[src/rtl/i2cm_pkg.sv]
`default_nettype none

package i2cm_pkg;

   // command codes carried in the func field
   localparam logic [2:0] CMD_TICK  = 3'd0;
   localparam logic [2:0] CMD_START = 3'd1;
   localparam logic [2:0] CMD_WRITE = 3'd2;
   localparam logic [2:0] CMD_READ  = 3'd3;
   localparam logic [2:0] CMD_STOP  = 3'd4;

   // register indexes on the configuration port
   localparam logic REG_HALF_BIT     = 1'b0;
   localparam logic REG_STRETCH_POLL = 1'b1;

   localparam logic [15:0] HALF_BIT_RESET     = 16'd5;
   localparam logic [15:0] STRETCH_POLL_RESET = 16'd4;

   localparam logic [7:0] BYTE_IDLE = 8'hFF;
   localparam logic [7:0] ACK_MASK  = 8'h01;

   localparam logic [3:0] BITS_DATA = 4'd8;
   localparam logic [3:0] BITS_ACK  = 4'd1;

   typedef enum logic [3:0] {
      PH_IDLE         = 4'd0,
      PH_START_POLL   = 4'd1,
      PH_START_STRETCH = 4'd2,
      PH_START_HOLD   = 4'd3,
      PH_BIT_LOW      = 4'd4,
      PH_BIT_HIGH     = 4'd5,
      PH_BIT_STRETCH  = 4'd6,
      PH_BIT_END      = 4'd7,
      PH_STOP_POLL    = 4'd8,
      PH_STOP_STRETCH = 4'd9,
      PH_STOP_END     = 4'd10
   } phase_type;

   typedef struct packed {
      logic       scl_drive_low;
      logic       sda_drive_low;
      logic       busy_res;
      logic       done_res;
      logic       ack_received;
      logic [7:0] read_data;
   } result_type;

   typedef struct packed {
      logic [15:0] half_bit_ticks;
      logic [15:0] stretch_poll_ticks;
   } timing_type;

endpackage

`default_nettype wire

[src/rtl/i2cm_csr.sv]
`default_nettype none

module i2cm_csr (
   input  wire logic                 clock,
   input  wire logic                 reset,
   input  wire logic                 psel,
   input  wire logic                 penable,
   input  wire logic                 pwrite,
   input  wire logic [2:0]           paddr,
   input  wire logic [31:0]          pwdata,
   output logic      [31:0]          prdata,
   output logic                      pready,
   output i2cm_pkg::timing_type      timing
);

   logic [15:0] half_bit_ff;
   logic [15:0] half_bit_in;
   logic [15:0] stretch_poll_ff;
   logic [15:0] stretch_poll_in;
   logic        write_en;

   assign pready   = 1'b1;
   assign write_en = psel & penable & pwrite;

   always_comb begin
      half_bit_in     = half_bit_ff;
      stretch_poll_in = stretch_poll_ff;
      if (write_en) begin
         unique case (paddr[2])
            i2cm_pkg::REG_HALF_BIT:     half_bit_in     = pwdata[15:0];
            i2cm_pkg::REG_STRETCH_POLL: stretch_poll_in = pwdata[15:0];
            default: ;
         endcase
      end
   end

   always_comb begin
      unique case (paddr[2])
         i2cm_pkg::REG_HALF_BIT:     prdata = {16'd0, half_bit_ff};
         i2cm_pkg::REG_STRETCH_POLL: prdata = {16'd0, stretch_poll_ff};
         default:                    prdata = 32'd0;
      endcase
   end

   always_ff @(posedge clock) begin
      if (reset) begin
         half_bit_ff     <= i2cm_pkg::HALF_BIT_RESET;
         stretch_poll_ff <= i2cm_pkg::STRETCH_POLL_RESET;
      end else begin
         half_bit_ff     <= half_bit_in;
         stretch_poll_ff <= stretch_poll_in;
      end
   end

   assign timing.half_bit_ticks     = half_bit_ff;
   assign timing.stretch_poll_ticks = stretch_poll_ff;

endmodule

`default_nettype wire

[src/rtl/i2cm_core.sv]
`default_nettype none

module i2cm_core #(
   parameter int DELAY_WIDTH = 16
) (
   input  wire logic                 clock,
   input  wire logic                 reset,
   input  wire logic                 step,
   input  wire logic [2:0]           func,
   input  wire logic [6:0]           address,
   input  wire logic                 read_dir,
   input  wire logic [7:0]           data,
   input  wire logic                 scl_in,
   input  wire logic                 sda_in,
   input  wire i2cm_pkg::timing_type timing,
   output i2cm_pkg::result_type      result
);

   i2cm_pkg::phase_type    phase_ff, phase_in;
   logic [3:0]             bit_count_ff, bit_count_in;
   logic [7:0]             shift_ff, shift_in;
   logic [DELAY_WIDTH-1:0] delay_ff, delay_in;
   logic                   scl_rel_ff, scl_rel_in;
   logic                   sda_rel_ff, sda_rel_in;
   logic [2:0]             active_ff, active_in;
   logic                   drive_en_ff, drive_en_in;
   logic                   out_bit_ff, out_bit_in;
   logic [7:0]             rx_ff, rx_in;
   logic                   in_ack_ff, in_ack_in;

   logic                   expired;
   logic                   begin_req;
   logic [3:0]             begin_n;
   logic                   begin_drive;
   logic                   done;
   logic                   ack_out;
   logic [7:0]             rd_out;
   logic [7:0]             got;
   logic [DELAY_WIDTH-1:0] half_load;
   logic [DELAY_WIDTH-1:0] poll_load;

   // a zero in the register is loaded as one, so it acts like a value of one
   function automatic logic [DELAY_WIDTH-1:0] load_delay(input logic [15:0] v);
      logic [DELAY_WIDTH-1:0] t;
      t = DELAY_WIDTH'(v);
      return (t == '0) ? DELAY_WIDTH'(1) : t;
   endfunction

   assign half_load = load_delay(timing.half_bit_ticks);
   assign poll_load = load_delay(timing.stretch_poll_ticks);
   assign expired   = (delay_ff <= DELAY_WIDTH'(1));

   always_comb begin
      phase_in     = phase_ff;
      bit_count_in = bit_count_ff;
      shift_in     = shift_ff;
      delay_in     = delay_ff;
      scl_rel_in   = scl_rel_ff;
      sda_rel_in   = sda_rel_ff;
      active_in    = active_ff;
      drive_en_in  = drive_en_ff;
      out_bit_in   = out_bit_ff;
      rx_in        = rx_ff;
      in_ack_in    = in_ack_ff;
      begin_req    = 1'b0;
      begin_n      = i2cm_pkg::BITS_DATA;
      begin_drive  = 1'b0;
      done         = 1'b0;
      ack_out      = 1'b0;
      rd_out       = 8'd0;
      got          = shift_ff;

      unique case (phase_ff)
         i2cm_pkg::PH_IDLE: begin
            if (func == i2cm_pkg::CMD_START) begin
               active_in   = func;
               shift_in    = {address, read_dir};
               drive_en_in = 1'b0;
               scl_rel_in  = 1'b1;
               phase_in    = i2cm_pkg::PH_START_POLL;
            end else if (func == i2cm_pkg::CMD_WRITE) begin
               active_in   = func;
               shift_in    = data;
               in_ack_in   = 1'b0;
               begin_req   = 1'b1;
               begin_drive = 1'b1;
            end else if (func == i2cm_pkg::CMD_READ) begin
               active_in   = func;
               in_ack_in   = 1'b0;
               begin_req   = 1'b1;
            end else if (func == i2cm_pkg::CMD_STOP) begin
               active_in   = func;
               sda_rel_in  = 1'b0;
               scl_rel_in  = 1'b1;
               phase_in    = i2cm_pkg::PH_STOP_POLL;
            end
         end
         i2cm_pkg::PH_START_POLL: begin
            delay_in = poll_load;
            if (scl_in) begin
               sda_rel_in = 1'b0;
               phase_in   = i2cm_pkg::PH_START_HOLD;
            end else begin
               phase_in   = i2cm_pkg::PH_START_STRETCH;
            end
         end
         i2cm_pkg::PH_START_STRETCH: begin
            delay_in = expired ? '0 : delay_ff - DELAY_WIDTH'(1);
            if (expired) phase_in = i2cm_pkg::PH_START_POLL;
         end
         i2cm_pkg::PH_START_HOLD: begin
            delay_in = expired ? '0 : delay_ff - DELAY_WIDTH'(1);
            if (expired) begin
               sda_rel_in  = 1'b1;
               in_ack_in   = 1'b0;
               begin_req   = 1'b1;
               begin_drive = 1'b1;
            end
         end
         i2cm_pkg::PH_BIT_LOW: begin
            out_bit_in = shift_ff[7];
            delay_in   = expired ? '0 : delay_ff - DELAY_WIDTH'(1);
            if (expired) begin
               scl_rel_in = 1'b1;
               phase_in   = i2cm_pkg::PH_BIT_HIGH;
            end
         end
         i2cm_pkg::PH_BIT_HIGH: begin
            if (scl_in) begin
               shift_in     = {shift_ff[6:0], sda_in};
               scl_rel_in   = 1'b0;
               bit_count_in = (bit_count_ff != 4'd0) ? bit_count_ff - 4'd1 : 4'd0;
               delay_in     = half_load;
               phase_in     = (bit_count_in != 4'd0) ? i2cm_pkg::PH_BIT_LOW
                                                      : i2cm_pkg::PH_BIT_END;
            end else begin
               delay_in = poll_load;
               phase_in = i2cm_pkg::PH_BIT_STRETCH;
            end
         end
         i2cm_pkg::PH_BIT_STRETCH: begin
            delay_in = expired ? '0 : delay_ff - DELAY_WIDTH'(1);
            if (expired) phase_in = i2cm_pkg::PH_BIT_HIGH;
         end
         i2cm_pkg::PH_BIT_END: begin
            delay_in = expired ? '0 : delay_ff - DELAY_WIDTH'(1);
            if (expired) begin
               shift_in    = i2cm_pkg::BYTE_IDLE;
               out_bit_in  = 1'b1;
               drive_en_in = 1'b1;
               if (!in_ack_ff) begin
                  // byte done, clock the acknowledge bit next
                  in_ack_in = 1'b1;
                  begin_req = 1'b1;
                  begin_n   = i2cm_pkg::BITS_ACK;
                  if (active_ff == i2cm_pkg::CMD_READ) begin
                     rx_in       = got;
                     begin_drive = 1'b1;
                  end
               end else begin
                  in_ack_in = 1'b0;
                  done      = 1'b1;
                  if (active_ff == i2cm_pkg::CMD_READ) begin
                     rd_out = rx_ff;
                  end else begin
                     ack_out = ((got & i2cm_pkg::ACK_MASK) == 8'd0);
                  end
                  active_in = i2cm_pkg::CMD_TICK;
                  phase_in  = i2cm_pkg::PH_IDLE;
               end
            end
         end
         i2cm_pkg::PH_STOP_POLL: begin
            if (scl_in) begin
               sda_rel_in = 1'b1;
               delay_in   = half_load;
               phase_in   = i2cm_pkg::PH_STOP_END;
            end else begin
               delay_in   = poll_load;
               phase_in   = i2cm_pkg::PH_STOP_STRETCH;
            end
         end
         i2cm_pkg::PH_STOP_STRETCH: begin
            delay_in = expired ? '0 : delay_ff - DELAY_WIDTH'(1);
            if (expired) phase_in = i2cm_pkg::PH_STOP_POLL;
         end
         i2cm_pkg::PH_STOP_END: begin
            delay_in = expired ? '0 : delay_ff - DELAY_WIDTH'(1);
            if (expired) begin
               done      = 1'b1;
               active_in = i2cm_pkg::CMD_TICK;
               phase_in  = i2cm_pkg::PH_IDLE;
            end
         end
         default: phase_in = i2cm_pkg::PH_IDLE;
      endcase

      // enter the low half of the first bit of a byte or of the ack bit
      if (begin_req) begin
         scl_rel_in   = 1'b0;
         bit_count_in = begin_n;
         drive_en_in  = begin_drive;
         out_bit_in   = shift_in[7];
         delay_in     = half_load;
         phase_in     = i2cm_pkg::PH_BIT_LOW;
      end
   end

   assign result.scl_drive_low = ~scl_rel_in;
   assign result.sda_drive_low = ~sda_rel_in | (drive_en_in & ~out_bit_in);
   assign result.busy_res      = (phase_in != i2cm_pkg::PH_IDLE);
   assign result.done_res      = done;
   assign result.ack_received  = ack_out;
   assign result.read_data     = rd_out;

   always_ff @(posedge clock) begin
      if (reset) begin
         phase_ff     <= i2cm_pkg::PH_IDLE;
         bit_count_ff <= 4'd0;
         shift_ff     <= i2cm_pkg::BYTE_IDLE;
         delay_ff     <= '0;
         scl_rel_ff   <= 1'b1;
         sda_rel_ff   <= 1'b1;
         active_ff    <= i2cm_pkg::CMD_TICK;
         drive_en_ff  <= 1'b1;
         out_bit_ff   <= 1'b1;
         rx_ff        <= 8'd0;
         in_ack_ff    <= 1'b0;
      end else if (step) begin
         phase_ff     <= phase_in;
         bit_count_ff <= bit_count_in;
         shift_ff     <= shift_in;
         delay_ff     <= delay_in;
         scl_rel_ff   <= scl_rel_in;
         sda_rel_ff   <= sda_rel_in;
         active_ff    <= active_in;
         drive_en_ff  <= drive_en_in;
         out_bit_ff   <= out_bit_in;
         rx_ff        <= rx_in;
         in_ack_ff    <= in_ack_in;
      end
   end

endmodule

`default_nettype wire

[src/rtl/i2c_master_byte_controller_unit.sv]
`default_nettype none

// Two-wire bus master driven one tick per beat. Each request beat carries
// an optional command (start with address and direction, write byte, read
// byte, stop) and the sampled clock and data line levels; each beat yields
// exactly one response beat with the open-drain drives, busy, a done pulse,
// the acknowledge seen after a start or write, and the byte of a read
// (which always answers NACK). Commands that arrive while busy are dropped.
// Throughput is one beat per clock: the bus sequencer advances once per
// accepted beat through a single combinational step into the response
// register, and a new beat is taken whenever that register is empty or
// being drained. Responses are registered. Half-bit and stretch-poll delays
// count request beats, not clocks; program them through the register port
// (half_bit_ticks at 0x0, stretch_poll_ticks at 0x4) only while idle.
module i2c_master_byte_controller_unit #(
   parameter int DELAY_WIDTH = 16
) (
   input  wire logic        clock,
   input  wire logic        reset,

   input  wire logic        req_valid,
   output logic             req_ready,
   input  wire logic [2:0]  req_func,
   input  wire logic [6:0]  req_address,
   input  wire logic        req_read_dir,
   input  wire logic [7:0]  req_data,
   input  wire logic        req_scl_in,
   input  wire logic        req_sda_in,

   output logic             rsp_valid,
   input  wire logic        rsp_ready,
   output logic             rsp_scl_drive_low,
   output logic             rsp_sda_drive_low,
   output logic             rsp_busy_res,
   output logic             rsp_done_res,
   output logic             rsp_ack_received,
   output logic [7:0]       rsp_read_data,

   input  wire logic        psel,
   input  wire logic        penable,
   input  wire logic        pwrite,
   input  wire logic [2:0]  paddr,
   input  wire logic [31:0] pwdata,
   output logic [31:0]      prdata,
   output logic             pready
);

   i2cm_pkg::timing_type timing;
   i2cm_pkg::result_type step_result;
   i2cm_pkg::result_type result_ff;
   logic                 rsp_valid_ff;
   logic                 rsp_valid_in;
   logic                 accept;

   i2cm_csr u_csr (
      .clock   (clock),
      .reset   (reset),
      .psel    (psel),
      .penable (penable),
      .pwrite  (pwrite),
      .paddr   (paddr),
      .pwdata  (pwdata),
      .prdata  (prdata),
      .pready  (pready),
      .timing  (timing)
   );

   // take a beat whenever the response slot is free or empties this cycle
   assign req_ready = ~rsp_valid_ff | rsp_ready;
   assign accept    = req_valid & req_ready;

   i2cm_core #(
      .DELAY_WIDTH (DELAY_WIDTH)
   ) u_core (
      .clock    (clock),
      .reset    (reset),
      .step     (accept),
      .func     (req_func),
      .address  (req_address),
      .read_dir (req_read_dir),
      .data     (req_data),
      .scl_in   (req_scl_in),
      .sda_in   (req_sda_in),
      .timing   (timing),
      .result   (step_result)
   );

   // hold the response until taken, refill on every accepted beat
   always_comb begin
      rsp_valid_in = rsp_valid_ff;
      if (accept) begin
         rsp_valid_in = 1'b1;
      end else if (rsp_ready) begin
         rsp_valid_in = 1'b0;
      end
   end

   always_ff @(posedge clock) begin
      if (reset) begin
         rsp_valid_ff <= 1'b0;
      end else begin
         rsp_valid_ff <= rsp_valid_in;
      end
   end

   always_ff @(posedge clock) begin
      if (accept) begin
         result_ff <= step_result;
      end
   end

   assign rsp_valid         = rsp_valid_ff;
   assign rsp_scl_drive_low = result_ff.scl_drive_low;
   assign rsp_sda_drive_low = result_ff.sda_drive_low;
   assign rsp_busy_res      = result_ff.busy_res;
   assign rsp_done_res      = result_ff.done_res;
   assign rsp_ack_received  = result_ff.ack_received;
   assign rsp_read_data     = result_ff.read_data;

endmodule

`default_nettype wire
[config.mk]
export PLATFORM = sky130hd
export DESIGN_NAME = i2c_master_byte_controller_unit
export DESIGN_NICKNAME = d
export VERILOG_FILES = /design/src/rtl/i2cm_pkg.sv /design/src/rtl/i2cm_csr.sv /design/src/rtl/i2cm_core.sv /design/src/rtl/i2c_master_byte_controller_unit.sv
export SDC_FILE = /design/constraint.sdc
export NUM_CORES = 1
export LEC_CHECK = 0
export ABC_AREA = 1
export BUFFER_PORTS_ARGS = -buffer_cell sky130_fd_sc_hd__buf_2
export CORE_MARGIN = 8
export CORE_UTILIZATION = 61
export CTS_CLUSTER_DIAMETER = 30
export DETAILED_ROUTE_END_ITERATION = 7
export PLACE_DENSITY = 0.89
export SYNTH_ARGS = -nofsm -noshare
export SYNTH_HDL_FRONTEND = slang
export SYNTH_SLANG_ARGS = --single-unit
[constraint.sdc]
create_clock -name clock -period 5.3 [get_ports clock]
set_clock_uncertainty 0.05 [all_clocks]
set_input_delay 1.325 -clock clock [delete_from_list [all_inputs] [get_ports clock]]
set_output_delay 1.325 -clock clock [all_outputs]
set_load 0.02 [all_outputs]
==> results by group, run 1 <==
Critical path
  – Worst Path Arrival: 2320 ps
  – Crit Path Max Fanout: 23
  – Critical Path End: prdata[12]
  – Kind of critical path: primary input to primary output
  – Worst R2R End: u_core.active_ff[0]$_SDFFE_PP0P_
  – Crit path launch type: primary input
  – R2r worst-path depth: 8
  – Critical path cell sequence: buf_2 -> inv_1 -> nand2_1 -> o21ai_0 -> buf_2
  – Critical Path Max Stage Delay: 430 ps
  – R2R setup slack: 2670 ps
  – Worst R2R Start: rsp_valid$_SDFFE_PP0P_
  – CP required: 3920 ps
  – Critical path startpoint: paddr[2]
  – CP most frequent cell: buf_2
  – Worst Setup End Kind: primary output
  – Slowest stage cell, crit path: inv_1

Global routing
  – Initial antenna violation count: 0
  – Largest net degree at the start of global routing: 65
  – Vias in the first global route: 5234
  – First-pass GRT wire length: 23.9 mm
  – GRT Total Usage: 22.3%
  – GR Overflow Total: 0

Route
  – Wire per inst: 13.1 um
  – Vias: 5858
  – Drt pass-1 iters: 5
  – # DRC: 0
  – Routed WL: 14.4 mm
  – DR iter-0 viols: 533
  – Vias per Instance: 5.34
  – Routed Antenna Nets: 0

STA
  – TNS Setup: 0 ps
  – Tcrit/Tclk final: 69.7%
  – Fin. max-slew vios: 0
  – FMAX: 271 MHz
  – RSZ-0062 raised after global routing: no
  – Slew @ Worst Pin: 980 ps
  – Slew HR: 34.6%
  – # setup viols final: 0
  – Final Hold Viols: 0
  – Fin crit period: 3700 ps

Flow run
  – Max cap viols: 0

Power and ir drop
  – Leak: 0.00321 uW
  – Power, Total: 1870 uW
  – Worst vdd rail ir drop: 0.214 mV
  – Power per cell area: 296 mW/mm^2

Status
  – Status: finished clean

Finish
  – ANT cells: 0
  – Layout filler cell count: 836
  – Multi-input gate area: 0.00316 sq mm
  – Area Overhead vs Synth: 8.29%
  – Most common cell after layout, fill and taps aside: nand2_1
  – Share of layout cells above drive strength 1: 14.6%
  – NumNets Final: 1027
  – Most frequent cells in the layout: nand2_1 (258), nor2_1 (124), inv_1 (98), o21ai_0 (84), dfxtp_1 (81)
  – Register Area: 0.00201 sq mm

Synthesis
  – Cells after synthesis: 910
  – Post-synthesis register bit count: 94
  – Syn Area/Cell: 6.42 sq um
  – Synthesis Warnings: 0
  – Netlist Area Pre-Place: 0.00584 sq mm
  – Yosys cell types: 41
  – Seq/Total Area, Yosys: 34.5%

Clock tree
  – CTS Buf Count: 9
  – Clk slew on worst S/H paths: 100 ps
  – Hold-fix buffers at CTS: 0
  – H-tree levels: 3
  – TritonCTS Sinks: 94
  – CTS tree: done
  – Root buf cell: clkbuf_8
  – Setup Buffers After CTS: 0
  – CTS max path bufs: 2
  – Post-CTS Resized: 0
  – Clk Latency, worst-skew pair: 370 ps

Floorplan
  – Rows: 35
  – Die area: 0.0130 sq mm
  – Die Span Y: 114 um
  – Ports: 111
  – Initial Utilization: 62.9%
  – CORE AREA: 0.00928 sq mm
  – Die Wd: 114 um

Worst hold path
  – HP Class: register to register

Place
  – Final Wtd Congestion: 0.961
  – Placed wire-length estimate: 10.7 mm
  – Port Buffers: 75
[logic make-up after synthesis]
kind of cell | after synthesis | share of synthesized area (%)
AO/OA/AOI/OAI | 173 | 16.5
XOR/XNOR | 8 | 1.20
adder cells (fa/ha/maj) | 2 | 0.429
buffers and inverters | 160 | 12.5
flip-flops | 94 | 34.5
other | 2 | 0.129
AND/OR/NAND/NOR | 471 | 34.8
[per-stage QoR]
| step | area [sq um] | util (%) | hold slack (ps) | std cells | setup slack (ps) |
|---|---|---|---|---|---|
| after floorplan | 5890 | - | 390 | 925 | 1850 |
| after global placement | 6130 | 66.0 | 400 | 1080 | 1630 |
| after detailed placement | 6130 | 66.0 | 409 | 1080 | 1590 |
| after CTS | 6320 | 68.1 | 436 | 1096 | 1620 |
| after global routing | 6320 | 68.1 | 466 | 1096 | 1480 |
| final | 6320 | 68.1 | 440 | 1096 | 1600 |
[routing by layer]
metal  vias to the layer above  track usage, %  share of wire, %
met4                         0            8.07               2.0
li1                       2985               -                 -
met3                        28            3.33               7.6
met5                         -               0                 0
met2                       248            36.3                45
met1                      2597            29.2                46
[Yosys cell counts (all sizes together)]
library cell,count,share of area [%]
clkinv,3,0.24
ha,2,0.43
inv,106,6.8
nand2,275,19
nor3b,1,0.13
o211ai,15,1.9
a21oi,56,5.1
nor3,5,0.62
a41o,1,0.17
nor4,4,0.43
o31ai,1,0.13
conb,2,0.13
o221ai,1,0.15
edfxtp,13,6.7
o21bai,1,0.13
dfxtp,81,28
clkbuf,19,1.3
nand3,42,3.8
o2111ai,6,0.90
xor2,8,1.2
nand4,10,1.4
nor2,134,9.6
buf,32,4.1
o21ai,92,8.0
[worst max-delay path: cells and delay by family]
kind	cells	cell delay (ps)
buf+inv	3	800
simple gates	1	80
compound gates	1	110
[final cells by class]
class                           count  share of cell area, %
Tap cell                          129                   2.55
Clock inverter                      7                   1.07
Multi-Input combinational cell    671                   49.9
Timing Repair Buffer               77                   6.17
Sequential cell                    94                   31.8
Clock buffer                        9                   1.96
Inverter                          109                   6.51
[worst min-delay path by stage]
| stage | start | end | slack, ps | cells past startpoint |
|---|---|---|---|---|
| 2_1_floorplan | u_core.sda_rel_ff$_SDFFE_PP1P_ | u_core.sda_rel_ff$_SDFFE_PP1P_ | 390 | 2 |
| 3_3_place_gp | u_core.sda_rel_ff$_SDFFE_PP1P_ | u_core.sda_rel_ff$_SDFFE_PP1P_ | 400 | 2 |
| 3_5_place_dp | u_core.drive_en_ff$_SDFFE_PP1P_ | u_core.drive_en_ff$_SDFFE_PP1P_ | 410 | 2 |
| 4_1_cts | u_core.drive_en_ff$_SDFFE_PP1P_ | u_core.drive_en_ff$_SDFFE_PP1P_ | 440 | 2 |
| 5_1_grt | u_core.got[1]$_SDFFE_PP1P_ | u_core.rx_ff[1]$_SDFFE_PP0P_ | 470 | 2 |
| 6_report | u_core.drive_en_ff$_SDFFE_PP1P_ | u_core.drive_en_ff$_SDFFE_PP1P_ | 440 | 2 |
[flip-flops by register name (all words and copies together) (netlist names), 3 cells and up]
name / count
u_core.bit_count_ff: 4
rsp_read_data: 8
u_core.phase_ff: 4
u_core.active_ff: 3
u_csr.stretch_poll_ff: 16
u_core.rx_ff: 8
u_core.delay_ff: 16
u_csr.half_bit_ff: 16
u_core.got: 8
[power by group]
group          total, uW  switching, uW  internal, uW
clock                474            292           182
sequential           817           41.3           776
combinational        581            395           186
total               1870            728          1140
(Power assumes the default switching activity.)
==> inputs of run 2 (changes only) <==
CORE_UTILIZATION = 51   (was 61)
PLACE_DENSITY = 0.79   (was 0.89)
clock period = 3.2 ns   (was 5.3 ns; I/O delays follow)
==> results by group, run 2 (synthesis results as in run 1) <==
Critical path
  – Slowest stage cell, crit path: inv_1 (unchanged)
  – CP most frequent cell: buf_2 (unchanged)
  – Critical Path Max Stage Delay: 440 ps (was 430 ps)
  – Crit Path Max Fanout: 23 (unchanged)
  – Crit path launch type: primary input (unchanged)
  – Kind of critical path: primary input to primary output (unchanged)
  – CP required: 2350 ps (was 3920 ps)
  – Worst Setup End Kind: primary output (unchanged)
  – Worst Path Arrival: 1820 ps (was 2320 ps)
  – Critical path cell sequence: buf_2 -> inv_1 -> nand2_1 -> o21ai_0 -> buf_2 (unchanged)

Finish
  – NumNets Final: 1032 (was 1027)
  – ANT cells: 0 (unchanged)
  – Most frequent cells in the layout: nand2_1 (258), nor2_1 (124), inv_1 (98), o21ai_0 (84), dfxtp_1 (81) (unchanged)
  – Most common cell after layout, fill and taps aside: nand2_1 (unchanged)
  – Share of layout cells above drive strength 1: 15.0% (was 14.6%)
  – Top Registers: u_core.delay_ff x16, u_csr.half_bit_ff x16, u_csr.stretch_poll_ff x16 (unchanged)
  – Area Overhead vs Synth: 11.2% (was 8.29%)

Floorplan
  – Die Span Y: 123 um (was 114 um)
  – Ports: 111 (unchanged)
  – Initial Utilization: 51.8% (was 62.9%)
  – Die area: 0.0151 sq mm (was 0.0130 sq mm)
  – Rows: 39 (was 35)
  – Die Wd: 123 um (was 114 um)
  – CORE AREA: 0.0113 sq mm (was 0.00928 sq mm)

STA
  – # setup viols final: 0 (unchanged)
  – Slew HR: 62.3% (was 34.6%)
  – Fin crit period: 2670 ps
  – Slew @ Worst Pin: 565 ps (was 980 ps)
  – Worst Slack Setup Final: 527 ps (was 1600 ps)
  – RSZ-0062 raised after global routing: no (unchanged)
  – TNS Setup: 0 ps (unchanged)
  – Fin. max-slew vios: 0 (unchanged)
  – FMAX: 374 MHz
  – Final Hold Viols: 0 (unchanged)
  – Tcrit/Tclk final: 83.5%

Route
  – Routed Antenna Nets: 0 (unchanged)
  – Wire per inst: 13.0 um (was 13.1 um)
  – Routed WL: 14.5 mm (was 14.4 mm)
  – Drt pass-1 iters: 5 (unchanged)
  – DR iter-0 viols: 391 (was 533)
  – # DRC: 0 (unchanged)
  – Vias: 5734 (was 5858)
  – Vias per Instance: 5.14 (was 5.34)

Power and ir drop
  – Sw frac: 36.4% (was 38.9%)
  – Reg power frac: 40.1% (was 43.6%)
  – NetSw: 1230 uW (was 728 uW)
  – Combinational share of power: 28.6% (was 31.0%)
  – Power, Total: 3370 uW (was 1870 uW)
  – Power share of the clock group: 31.3% (was 25.3%)
  – Cell internal pwr: 2140 uW (was 1140 uW)
  – Power per cell area: 520 mW/mm^2 (was 296 mW/mm^2)
  – Leak: 0.00328 uW (was 0.00321 uW)
  – Worst vdd rail ir drop: 0.401 mV (was 0.214 mV)

Clock tree
  – Root buf cell: clkbuf_16 (was clkbuf_8)
  – Post-CTS Resized: 0 (unchanged)
  – Setup Buffers After CTS: 0 (unchanged)
  – Hold-fix buffers at CTS: 0 (unchanged)
  – Clk slew on worst S/H paths: 70 ps (was 100 ps)
  – TritonCTS Sinks: 94 (unchanged)
  – CTS Buf Count: 9 (unchanged)
  – Clk Latency, worst-skew pair: 360 ps (was 370 ps)
  – H-tree levels: 3 (unchanged)
  – CTS tree: done (unchanged)
  – CTS max path bufs: 2 (unchanged)

Flow run
  – Max cap viols: 0 (unchanged)

Place
  – Port Buffers: 75 (unchanged)
  – DP Worst Slack: 549 ps (was 1590 ps)
  – Placed wire-length estimate: 10.9 mm (was 10.7 mm)
  – Final Wtd Congestion: 0.957 (was 0.961)

Status
  – Status: finished clean (unchanged)

Worst hold path
  – HP Class: register to register (unchanged)

Global routing
  – First-pass GRT wire length: 24.0 mm (was 23.9 mm)
  – GRT Total Usage: 19.5% (was 22.3%)
  – Vias in the first global route: 5196 (was 5234)
  – Largest net degree at the start of global routing: 52 (was 65)
  – GR Overflow Total: 0 (unchanged)
  – Initial antenna violation count: 0 (unchanged)
## run 2: layout make-up
class,instances,area [sq um]
fill,1124,4780
tap,143,179
clock buffer,9,225
multi-input combinational,671,3160
inverter,109,412
timing repair buffer,82,440
clock inverter,7,70.1
sequential,94,2010
## run 2: worst paths after layout
| path | from | endpoint | slack (ps) | depth (start not counted) |
|---|---|---|---|---|
| max reg2reg | u_core.delay_ff[0]$_SDFFE_PP0P_ | u_core.delay_ff[14]$_SDFFE_PP0P_ | 930 | 13 |
| min reg2reg | u_core.sda_rel_ff$_SDFFE_PP1P_ | u_core.sda_rel_ff$_SDFFE_PP1P_ | 420 | 2 |
| max | paddr[2] | prdata[7] | 530 | 5 |
| min | u_core.sda_rel_ff$_SDFFE_PP1P_ | u_core.sda_rel_ff$_SDFFE_PP1P_ | 420 | 2 |
## run 2: per-layer routing
metal	global-route usage, %	wire (um)	part of all wire (%)
met1	25.0	6690	46
met2	31.4	6510	45
met3	4.20	1000	6.9
met4	7.98	293	2.0
met5	0	0	0
## run 2: per-stage QoR
stage / util [%] / instances / hold slack, ps / area, sq um
after floorplan: - / 925 / 390 / 5890
after global placement: 55.0 / 1099 / 402 / 6200
after detailed placement: 55.0 / 1099 / 406 / 6200
after CTS: 57.6 / 1115 / 424 / 6490
after global routing: 57.6 / 1115 / 453 / 6490
final: 57.6 / 1115 / 422 / 6490
## run 2: worst max-delay path, delay by kind of cell
| kind | cells | cell delay (ps) |
|---|---|---|
| buffers and inverters | 3 | 800 |
| AOI/OAI and AO/OA | 1 | 110 |
| and+or+nand+nor | 1 | 100 |
## run 2: power by group through the flow
stage	combinational, uW	sequential (uW)	clock [uW]
final	964	1350	1060
after floorplan	765	1380	0
after global routing	1100	1360	1120
after detailed placement	952	1380	0
after global placement	946	1380	0
after CTS	960	1350	1070
==> inputs of run 3 (changes only) <==
clock period = 2.4 ns   (was 3.2 ns; I/O delays follow)
==> results by group, run 3 (synthesis results as in run 1) <==
Floorplan
  – Die Wd: 123 um (unchanged)
  – Die area: 0.0151 sq mm (unchanged)
  – Ports: 111 (unchanged)
  – CORE AREA: 0.0113 sq mm (unchanged)
  – Die Span Y: 123 um (unchanged)
  – Initial Utilization: 51.8% (unchanged)
  – Rows: 39 (unchanged)

Clock tree
  – Setup Buffers After CTS: 0 (unchanged)
  – Clk Latency, worst-skew pair: 350 ps (was 360 ps)
  – CTS max path bufs: 2 (unchanged)
  – Post-CTS Resized: 0 (unchanged)
  – CTS Buf Count: 9 (unchanged)
  – H-tree levels: 3 (unchanged)
  – Hold-fix buffers at CTS: 0 (unchanged)
  – Root buf cell: clkbuf_16 (unchanged)
  – Clk slew on worst S/H paths: 70 ps (about the same)
  – TritonCTS Sinks: 94 (unchanged)
  – CTS tree: done (unchanged)

Global routing
  – Vias in the first global route: 5346 (was 5196)
  – Gr busiest metal: met2 (unchanged)
  – Routing usage on met2: 31.8% (was 31.4%)
  – Largest net degree at the start of global routing: 48 (was 52)
  – First-pass GRT wire length: 24.6 mm (was 24.0 mm)
  – GR Overflow Total: 0 (unchanged)
  – GRT met3 Usage: 4.29% (was 4.20%)
  – GRT Total Usage: 20.0% (was 19.5%)
  – Initial antenna violation count: 0 (unchanged)
  – Routing usage on met1: 26.4% (was 25.0%)

Finish
  – Most common cell after layout, fill and taps aside: nand2_1 (unchanged)
  – Layout filler cell count: 1097 (was 1124)
  – Top Registers: u_core.delay_ff x16, u_csr.half_bit_ff x16, u_csr.stretch_poll_ff x16 (unchanged)
  – NumNets Final: 1043 (was 1032)
  – Area Overhead vs Synth: 13.1% (was 11.2%)
  – Register Area: 0.00201 sq mm (unchanged)
  – Share of layout cells above drive strength 1: 15.9% (was 15.0%)
  – ANT cells: 0 (unchanged)
  – Multi-input gate area: 0.00316 sq mm (unchanged)
  – Most frequent cells in the layout: nand2_1 (258), nor2_1 (124), inv_1 (98), o21ai_0 (84), dfxtp_1 (81) (unchanged)
  – Final core occ: 58.6% (was 57.6%)

Power and ir drop
  – Power, Total: 4680 uW (was 3370 uW)
  – Leak: 0.00335 uW (was 0.00328 uW)
  – Power per cell area: 709 mW/mm^2 (was 520 mW/mm^2)
  – Worst vdd rail ir drop: 0.509 mV (was 0.401 mV)

STA
  – Hold Slack: 419 ps (was 422 ps)
  – Fin crit period: 2220 ps
  – Slew HR: 62.4% (was 62.3%)
  – Final Hold Viols: 0 (unchanged)
  – Tcrit/Tclk final: 92.6%
  – FMAX: 450 MHz
  – # setup viols final: 0 (unchanged)
  – Slew @ Worst Pin: 564 ps (was 565 ps)
  – TNS Setup: 0 ps (unchanged)
  – Fin. max-slew vios: 0 (unchanged)
  – RSZ-0062 raised after global routing: no (unchanged)

Place
  – Placed wire-length estimate: 11.1 mm (was 10.9 mm)
  – Port Buffers: 75 (unchanged)
  – Final Wtd Congestion: 0.932 (was 0.957)

Critical path
  – Crit Path Max Fanout: 5 (was 23)
  – Worst Path Arrival: 2260 ps (was 1820 ps)
  – Kind of critical path: register to register (was primary input to primary output)
  – Crit path launch type: register (was primary input)
  – Worst Setup End Kind: register (was primary output)
  – CP required: 2440 ps (was 2350 ps)

Worst hold path
  – HP Class: primary input to register (was register to register)

Route
  – Vias: 5782 (was 5734)
  – # DRC: 0 (unchanged)
  – DR iter-0 viols: 503 (was 391)
  – Routed WL: 14.9 mm (was 14.5 mm)
  – Drt pass-1 iters: 6 (was 5)
  – Wire per inst: 13.2 um (was 13.0 um)
  – Vias per Instance: 5.13 (was 5.14)
  – Routed Antenna Nets: 0 (unchanged)

Status
  – Status: finished clean (unchanged)

Flow run
  – Max cap viols: 0 (unchanged)
run 3: cell count changes in the layout (fill, tap and decap cells not counted), sizes merged:
cell      previous run  this run
clkbuf               9        10
clkinv               5         4
bufinv               0         2
inv                108       109
clkinvlp             3         0
buf                 82        93
run 3: metrics by stage:
stage | cells | worst slack (ps) | area, sq um
floorplan | 925 | 111 | 5890
global placement | 1106 | 198 | 6250
detailed placement | 1106 | 155 | 6250
CTS | 1122 | 132 | 6570
global route | 1126 | 3.38 | 6600
finish | 1126 | 177 | 6600
run 3: power by group:
group | switching [uW] | total (uW) | internal (uW)
Sequential | 88.8 | 1800 | 1710
Combinational | 878 | 1310 | 436
Clock | 637 | 1560 | 923
Total | 1600 | 4680 | 3070
run 3: final cells by class:
class,count,area share (%)
Clock inverter,6,1.38
Timing Repair Buffer,93,7.92
Clock buffer,10,3.47
Inverter,109,6.24
Tap cell,143,2.71
Multi-Input combinational cell,671,47.8
Sequential cell,94,30.5
run 3: critical path, cell delays in order (launching register included):
cell,delay (ps)
dfxtp_1,370
inv_1,100
ha_1,250
nand2_2,120
inv_1,80
nand2_1,80
nand2_2,100
nand4_4,110
clkinv_2,110
nor2_4,200
buf_4,160
nand2_1,70
nor2_1,90
nand3_1,80
run 3: worst paths after layout:
check                                                     start                               endpoint  slack [ps]  depth (start not counted)
worst max-delay path            u_core.delay_ff[0]$_SDFFE_PP0P_                 rsp_busy_res$_DFFE_PP_         180                         13
worst min-delay path                                  pwdata[2]  u_csr.stretch_poll_ff[2]$_SDFFE_PP1P_         420                          3
worst max register to register  u_core.delay_ff[0]$_SDFFE_PP0P_                 rsp_busy_res$_DFFE_PP_         180                         13
worst min register to register  u_core.drive_en_ff$_SDFFE_PP1P_        u_core.drive_en_ff$_SDFFE_PP1P_         420                          2
run 3: routing by layer:
metal / part of all wire, % / routed length [um] / up-vias
met5: 0 / 0 / -
met3: 6.4 / 955 / 18
met2: 45 / 6740 / 184
met1: 46 / 6900 / 2567
li1: - / - / 3013
met4: 1.7 / 254 / 0
